## src/sv/pwl_pkg.sv

```systemverilog
// Shared types and constants for the password lock controller.
package pwl_pkg;

  localparam int PASS_LEN = 4;
  localparam int CNT_W    = $clog2(PASS_LEN + 1);
  localparam int IDX_W    = (PASS_LEN > 1) ? $clog2(PASS_LEN) : 1;

  localparam logic [7:0] CH_LOWER_E  = 8'h65;
  localparam logic [7:0] CH_UPPER_E  = 8'h45;
  localparam logic [7:0] CH_CR       = 8'h0D;
  localparam logic [7:0] CH_LF       = 8'h0A;
  localparam logic [7:0] CH_PRINT_LO = 8'd32;
  localparam logic [7:0] CH_PRINT_HI = 8'd126;
  localparam logic [7:0] CH_ZERO     = 8'h30;

  typedef enum logic [1:0] {
    MODE_VERIFY  = 2'd0,
    MODE_UPDATE  = 2'd1,
    MODE_SUCCESS = 2'd2
  } mode_t;

  typedef enum logic [2:0] {
    EV_NONE    = 3'd0,
    EV_GRANTED = 3'd1,
    EV_DENIED  = 3'd2,
    EV_ALREADY = 3'd3,
    EV_UPDATED = 3'd4,
    EV_EXIT    = 3'd5
  } event_t;

  typedef logic [PASS_LEN-1:0][7:0] pass_t;

  typedef struct packed {
    logic       char_valid;
    logic [7:0] char_code;
    logic       button_level;
    logic       restart;
  } poll_t;

  typedef struct packed {
    logic [1:0]       mode;
    logic [CNT_W-1:0] count;
    pass_t            entry;
    pass_t            stored;
    logic             button_prev;
    logic             led;
    logic             active;
  } lock_state_t;

  typedef struct packed {
    logic       echo_valid;
    logic [7:0] echo_code;
    logic [2:0] entry_event;
    logic       change_prompt;
    logic       led_lit;
    logic [1:0] current_mode;
    logic       block_active;
  } result_t;

endpackage

```

## src/sv/pwl_ifs.sv

```systemverilog
// Valid/ready channel interfaces for polls and results.
interface pwl_poll_if;
  logic       valid;
  logic       ready;
  logic       char_valid;
  logic [7:0] char_code;
  logic       button_level;
  logic       restart;

  modport source (output valid, char_valid, char_code, button_level, restart, input ready);
  modport sink   (input valid, char_valid, char_code, button_level, restart, output ready);
endinterface

interface pwl_result_if;
  logic       valid;
  logic       ready;
  logic       echo_valid;
  logic [7:0] echo_code;
  logic [2:0] entry_event;
  logic       change_prompt;
  logic       led_lit;
  logic [1:0] current_mode;
  logic       block_active;

  modport source (output valid, echo_valid, echo_code, entry_event, change_prompt, led_lit,
                  current_mode, block_active, input ready);
  modport sink   (input valid, echo_valid, echo_code, entry_event, change_prompt, led_lit,
                  current_mode, block_active, output ready);
endinterface

```

## src/sv/pwl_step.sv

```systemverilog
// Next-state and result logic for one poll of the lock.
module pwl_step
  import pwl_pkg::*;
(
  input  poll_t       poll,
  input  lock_state_t cur,
  output lock_state_t nxt,
  output result_t     res
);

  logic do_button;
  logic is_exit;
  logic is_eol;
  logic is_print;
  logic takes_chars;

  assign is_exit  = (poll.char_code == CH_LOWER_E) || (poll.char_code == CH_UPPER_E);
  assign is_eol   = (poll.char_code == CH_CR) || (poll.char_code == CH_LF);
  assign is_print = (poll.char_code >= CH_PRINT_LO) && (poll.char_code <= CH_PRINT_HI);

  always_comb begin
    nxt       = cur;
    res       = '0;
    do_button = 1'b1;

    if (poll.restart) begin
      nxt.active = 1'b1;
      nxt.mode   = MODE_VERIFY;
      nxt.count  = '0;
      nxt.entry  = '0;
      nxt.led    = 1'b0;
    end

    takes_chars = (nxt.mode == MODE_VERIFY) || (nxt.mode == MODE_UPDATE);

    if (!nxt.active) begin
      nxt.button_prev = poll.button_level;
      do_button       = 1'b0;
    end else if (poll.char_valid) begin
      res.echo_valid = 1'b1;
      res.echo_code  = poll.char_code;
      if (is_exit) begin
        res.entry_event = EV_EXIT;
        nxt.active      = 1'b0;
        nxt.led         = 1'b0;
        do_button       = 1'b0;
      end else if (is_eol) begin
        do_button = 1'b0;
        if (nxt.mode == MODE_SUCCESS) begin
          res.entry_event = EV_ALREADY;
          nxt.count       = '0;
          nxt.entry       = '0;
        end else if (nxt.count != '0) begin
          if (nxt.mode == MODE_VERIFY) begin
            if (nxt.entry == nxt.stored) begin
              res.entry_event = EV_GRANTED;
              nxt.led         = 1'b1;
              nxt.mode        = MODE_SUCCESS;
            end else begin
              res.entry_event = EV_DENIED;
            end
          end else if (nxt.mode == MODE_UPDATE) begin
            nxt.stored      = nxt.entry;
            res.entry_event = EV_UPDATED;
            nxt.led         = 1'b0;
            nxt.mode        = MODE_VERIFY;
          end
          nxt.count = '0;
          nxt.entry = '0;
        end
      end else if (takes_chars && is_print && (nxt.count < CNT_W'(PASS_LEN))) begin
        nxt.entry[nxt.count[IDX_W-1:0]] = poll.char_code;
        nxt.count                        = nxt.count + 1'b1;
      end
    end

    if (do_button) begin
      // falling edge of the active-low button
      if (cur.button_prev && !poll.button_level && (nxt.mode != MODE_UPDATE)) begin
        nxt.mode          = MODE_UPDATE;
        nxt.count         = '0;
        nxt.entry         = '0;
        res.change_prompt = 1'b1;
      end
      nxt.button_prev = poll.button_level;
    end

    res.led_lit      = nxt.led;
    res.current_mode = nxt.mode;
    res.block_active = nxt.active;
  end

endmodule

```

## src/sv/password_lock_controller.sv

```systemverilog
// A poll is first registered in the poll stage, then its result in the result stage.
// Throughput: one poll per cycle; both stages hold while the result waits.
// The lock state is updated at the same edge that registers the result,
// so each poll sees everything earlier polls did.
// Reset (rst, synchronous): verify mode, entry empty, password "0000",
// LED off, block active, button released; both stages empty.
module password_lock_controller
  import pwl_pkg::*;
(
  input logic         clk,
  input logic         rst,
  pwl_poll_if.sink    poll,
  pwl_result_if.source result
);

  logic        poll_q_valid;
  poll_t       poll_q;
  logic        res_valid;
  result_t     res_q;
  lock_state_t state;
  lock_state_t state_next;
  result_t     res_next;
  logic        advance;

  assign advance    = !res_valid || result.ready;
  assign poll.ready = !poll_q_valid || advance;

  pwl_step u_step (
    .poll (poll_q),
    .cur  (state),
    .nxt  (state_next),
    .res  (res_next)
  );

  always_ff @(posedge clk) begin
    if (rst) begin
      poll_q_valid      <= 1'b0;
      res_valid         <= 1'b0;
      state.mode        <= MODE_VERIFY;
      state.count       <= '0;
      state.entry       <= '0;
      state.stored      <= {PASS_LEN{CH_ZERO}};
      state.button_prev <= 1'b1;
      state.led         <= 1'b0;
      state.active      <= 1'b1;
    end else begin
      if (poll.ready) begin
        poll_q_valid <= poll.valid;
      end
      if (advance) begin
        res_valid <= poll_q_valid;
        if (poll_q_valid) begin
          state <= state_next;
        end
      end
    end
  end

  // payload registers
  always_ff @(posedge clk) begin
    if (poll.ready && poll.valid) begin
      poll_q.char_valid   <= poll.char_valid;
      poll_q.char_code    <= poll.char_code;
      poll_q.button_level <= poll.button_level;
      poll_q.restart      <= poll.restart;
    end
    if (advance && poll_q_valid) begin
      res_q <= res_next;
    end
  end

  assign result.valid         = res_valid;
  assign result.echo_valid    = res_q.echo_valid;
  assign result.echo_code     = res_q.echo_code;
  assign result.entry_event   = res_q.entry_event;
  assign result.change_prompt = res_q.change_prompt;
  assign result.led_lit       = res_q.led_lit;
  assign result.current_mode  = res_q.current_mode;
  assign result.block_active  = res_q.block_active;

endmodule

```

## src/flat_wrapper.sv

```systemverilog
// flat-port wrapper written by rule: the top's interface ports become plain ports
module password_lock_controller_flat import pwl_pkg::*;
  (clk, rst, poll_valid, poll_char_valid, poll_char_code, poll_button_level, poll_restart, poll_ready, result_valid, result_echo_valid, result_echo_code, result_entry_event, result_change_prompt, result_led_lit, result_current_mode, result_block_active, result_ready);
  pwl_poll_if poll_i ();
  pwl_result_if result_i ();
  input logic clk;
  input logic rst;
  input wire logic [$bits(poll_i.valid)-1:0] poll_valid;
  input wire logic [$bits(poll_i.char_valid)-1:0] poll_char_valid;
  input wire logic [$bits(poll_i.char_code)-1:0] poll_char_code;
  input wire logic [$bits(poll_i.button_level)-1:0] poll_button_level;
  input wire logic [$bits(poll_i.restart)-1:0] poll_restart;
  output wire logic [$bits(poll_i.ready)-1:0] poll_ready;
  output wire logic [$bits(result_i.valid)-1:0] result_valid;
  output wire logic [$bits(result_i.echo_valid)-1:0] result_echo_valid;
  output wire logic [$bits(result_i.echo_code)-1:0] result_echo_code;
  output wire logic [$bits(result_i.entry_event)-1:0] result_entry_event;
  output wire logic [$bits(result_i.change_prompt)-1:0] result_change_prompt;
  output wire logic [$bits(result_i.led_lit)-1:0] result_led_lit;
  output wire logic [$bits(result_i.current_mode)-1:0] result_current_mode;
  output wire logic [$bits(result_i.block_active)-1:0] result_block_active;
  input wire logic [$bits(result_i.ready)-1:0] result_ready;
  assign poll_i.valid = poll_valid;
  assign poll_i.char_valid = poll_char_valid;
  assign poll_i.char_code = poll_char_code;
  assign poll_i.button_level = poll_button_level;
  assign poll_i.restart = poll_restart;
  assign poll_ready = poll_i.ready;
  assign result_valid = result_i.valid;
  assign result_echo_valid = result_i.echo_valid;
  assign result_echo_code = result_i.echo_code;
  assign result_entry_event = result_i.entry_event;
  assign result_change_prompt = result_i.change_prompt;
  assign result_led_lit = result_i.led_lit;
  assign result_current_mode = result_i.current_mode;
  assign result_block_active = result_i.block_active;
  assign result_i.ready = result_ready;
  password_lock_controller u_core (.clk(clk), .rst(rst), .poll(poll_i), .result(result_i));
endmodule
```

## config.mk

```make
export PLATFORM = sky130hd
export DESIGN_NAME = password_lock_controller_flat
export DESIGN_NICKNAME = d
export VERILOG_FILES = /design/src/sv/pwl_pkg.sv /design/src/sv/pwl_ifs.sv /design/src/sv/pwl_step.sv /design/src/sv/password_lock_controller.sv /design/src/flat_wrapper.sv
export SDC_FILE = /design/constraint.sdc
export NUM_CORES = 1
export LEC_CHECK = 0
export BUFFER_PORTS_ARGS = -buffer_cell sky130_fd_sc_hd__buf_4
export CAP_MARGIN = 20
export CORE_MARGIN = 5
export CORE_UTILIZATION = 60
export CTS_CLUSTER_SIZE = 8
export DETAILED_ROUTE_END_ITERATION = 10
export GPL_TIMING_DRIVEN = 0
export PLACE_DENSITY = 0.79
export REMOVE_ABC_BUFFERS = 1
export SYNTH_ARGS = -nofsm -noshare
export SYNTH_HDL_FRONTEND = slang
export SYNTH_SLANG_ARGS = --single-unit
export TNS_END_PERCENT = 100
```

## constraint.sdc

```tcl
create_clock -name clk -period 3.6 [get_ports clk]
set_input_delay 0.54 -clock clk [delete_from_list [all_inputs] [get_ports clk]]
set_output_delay 0.54 -clock clk [all_outputs]
set_load 0.01 [all_outputs]
```

==> qor.csv <==
stage;metric;value;unit
die;initial_utilization;61.4;%
die;die_y;104;um
finish;syn2layout_area_growth;10.7;%
synthesis;ys_warn_count;0;
clock_tree;cts_tree;done;
critical_path;path_buf_inv;3;
die;num_rows;34;
clock_tree;post-cts-setup-buffer-count;0;
die;dieArea;0.0109;mm2
drt;vias_per_cell;6.69;
critical_path;cp-end-kind;register;
clock_tree;cts_hold_buf;0;
finish;drive_above_1_share;15.6;%
critical_path;path_class;register to register;
critical_path;max_stage_delay;0.63;ns
clock_tree;ctsResizeCount;0;
finish;antenna_cells;0;
synthesis;synth.yosys.seq_area_share;43.6;%
synthesis;synth_ff_type;dfxtp_1;
grt;overflow;0;
drt;drtIter0Drc;465;
sta;maxSlewViolCount;0;
drt;dr.pass1.iters;5;
clock_tree;cts_root_buf;clkbuf_8;
sta;fin_crit_sh;94.5;%
synthesis;synth_async_sr_flop_share;0;%
critical_path;critPathArrivalTime;3.72;ns
synthesis;synth_top_cell_by_area;dfxtp_1;
grt;grt_pass1_wl;22000;um
critical_path;crit_chain;buf_16 -> o21ai_1 -> inv_1 -> a311o_4 -> nand3_4 -> inv_6 -> nor4_4 -> a22o_1;
sta;setup_viol;0;
synthesis;netlist-cell-type-count;70;
grt;grt_pass1_vias;4379;
clock_tree;clock-sinks;102;
sta;report.final.hold_viol_count;0;
critical_path;cp_top_family;compound AO/OA/AOI/OAI gates;
critical_path;startpoint_type;register;
sta;max_slew_margin;28.1;%
sta;rsz0062_at_grt;false;
clock_tree;worst_setup_hold_path_clk_slew;0.10;ns
finish;nNetsFinal;597;
drt;wirelength;13300;um
synthesis;syn_area_per_cell;9.44;um2
synthesis;netlist_area;0.00533;mm2
sta;worst_clock_skew;0.00949;ns
critical_path;path_max_fanout;20;
die;die_w;104;um
drt;drc;0;
pwr;powerDensity;369;mW/mm2
clock_tree;cts_max_level;3;
synthesis;synth_top_area_share;27.8;%
clock_tree;cts_buffers;9;
place;gp_congestion;0.962;
place;dpl.hpwl;9020;um
sta;tightest_slew;1.08;ns
clock_tree;worstSkewPairLatency;0.37;ns
drt;num_vias;4620;
pwr;ir_drop;0.201;mV
synthesis;synth_seq_cells;102;
clock_tree;clk_path_buf_depth;2;
die;core;0.00868;mm2
critical_path;cp.required;3.91;ns
pwr;leakage;2.09;nW
synthesis;syn_inst;564;
pwr;power;2.17;mW
synthesis;synthTopCellsByArea;dfxtp_1 (28%), edfxtp_1 (16%), nand2_1 (4.4%);
critical_path;slowest_stage;edfxtp_1;
outcome;status;finished, final reports clean;
sta;fin_crit;3.40;ns
grt;antenna_found_initial;0;
drt;wl_per_cell;19.2;um
sta;setup-tns-final;0;ns
grt;grt_max_degree;43;
place;port_buffers;33;
run;cap_violations;0;
sta;fmax;294;MHz
die;pin_count;34;
grt;grt_util_all_layers;24.2;%
synthesis;synth_edf_count;28;
min_path;hold_path_class;input pin to register;
drt;ant_nets;0;
## registers in the layout, indices dropped and copies added, names as in the netlist
| name | flops |
|---|---|
| u_core.result.current_mode | 2 |
| u_core.result.change_prompt | 1 |
| u_core.result.valid | 1 |
| u_core.result.echo_valid | 1 |
| u_core.result.echo_code | 8 |
| u_core.state | 72 |
| u_core.result.led_lit | 1 |
| u_core.poll_q | 11 |
| u_core.poll_q_valid | 1 |
| u_core.result.entry_event | 3 |
| u_core.result.block_active | 1 |
## cells in the final DEF, fill, tap and decap left out, types with 13 or more instances in the layout
cell type	n
nand3b_1	27
xor2_1	16
buf_4	33
a22o_1	16
nor3_1	22
o21ba_2	17
and2_1	13
a21oi_1	39
nor2_1	20
dfxtp_1	74
edfxtp_1	28
inv_1	17
nand2_1	62
o22ai_1	22
## metal layers
layer,GRT usage [%],vias up,part of all wire (%)
li1,-,2153,-
met3,3.72,32,7.6
met5,0,-,0
met1,33.6,2233,43
met4,8.51,0,2.1
met2,38.4,202,48
## cells by family after synthesis
family	count (synthesis)	synth area share, %
xor+xnor	16	2.63
simple gates	216	23.8
buf+inv	55	4.37
compound gates	169	24.2
flops	102	43.6
fa+ha+maj	4	0.940
mux	2	0.376
## cell type report
type	count	area, um2
clock inverters	5	57.6
repair buffers	39	384
clock buffers	11	141
flip-flops and latches	102	2320
inverters	19	76.3
multi-input cells	407	2780
fillers	699	2780
well taps	108	135
## cells in the mapped netlist (17+ instances only)
master,instances
nor3_1,23
a21oi_1,39
dfxtp_1,74
edfxtp_1,28
inv_1,17
nor2_1,20
clkbuf_1,24
o22ai_1,22
nand3b_1,27
nand2_1,62
o21ba_2,17
## power by group
group | switching (mW) | leakage, nW | total, mW | internal (mW)
registers | 0.0317 | 0.862 | 1.23 | 1.20
logic | 0.124 | 1.13 | 0.205 | 0.0814
clock network | 0.392 | 0.104 | 0.734 | 0.343
total | 0.547 | 2.09 | 2.17 | 1.63
## stage by stage
step	utilization, %	area, um2	hold WS (ns)	instances	setup slack, ns
2_1_floorplan	-	5170	0.433	528	-0.524
3_5_place_dp	65.3	5670	0.458	674	0.152
6_report	67.9	5890	0.343	691	0.197
4_1_cts	67.6	5870	0.332	690	0.123
5_1_grt	67.9	5890	0.327	691	0.0637
3_3_place_gp	64.0	5550	0.445	669	-2.70
## final timing paths
| path | startpoint | end | slack (ns) | depth (start not counted) |
|---|---|---|---|---|
| max | u_core.poll_q[0] | u_core.state[59] | 0.20 | 8 |
| min | poll_restart | u_core.poll_q[0] | 0.34 | 1 |
| max reg2reg | u_core.poll_q[0] | u_core.state[59] | 0.20 | 8 |
| min reg2reg | u_core.state[68] | u_core.state[68] | 0.48 | 2 |
(Power assumes the default switching activity.)
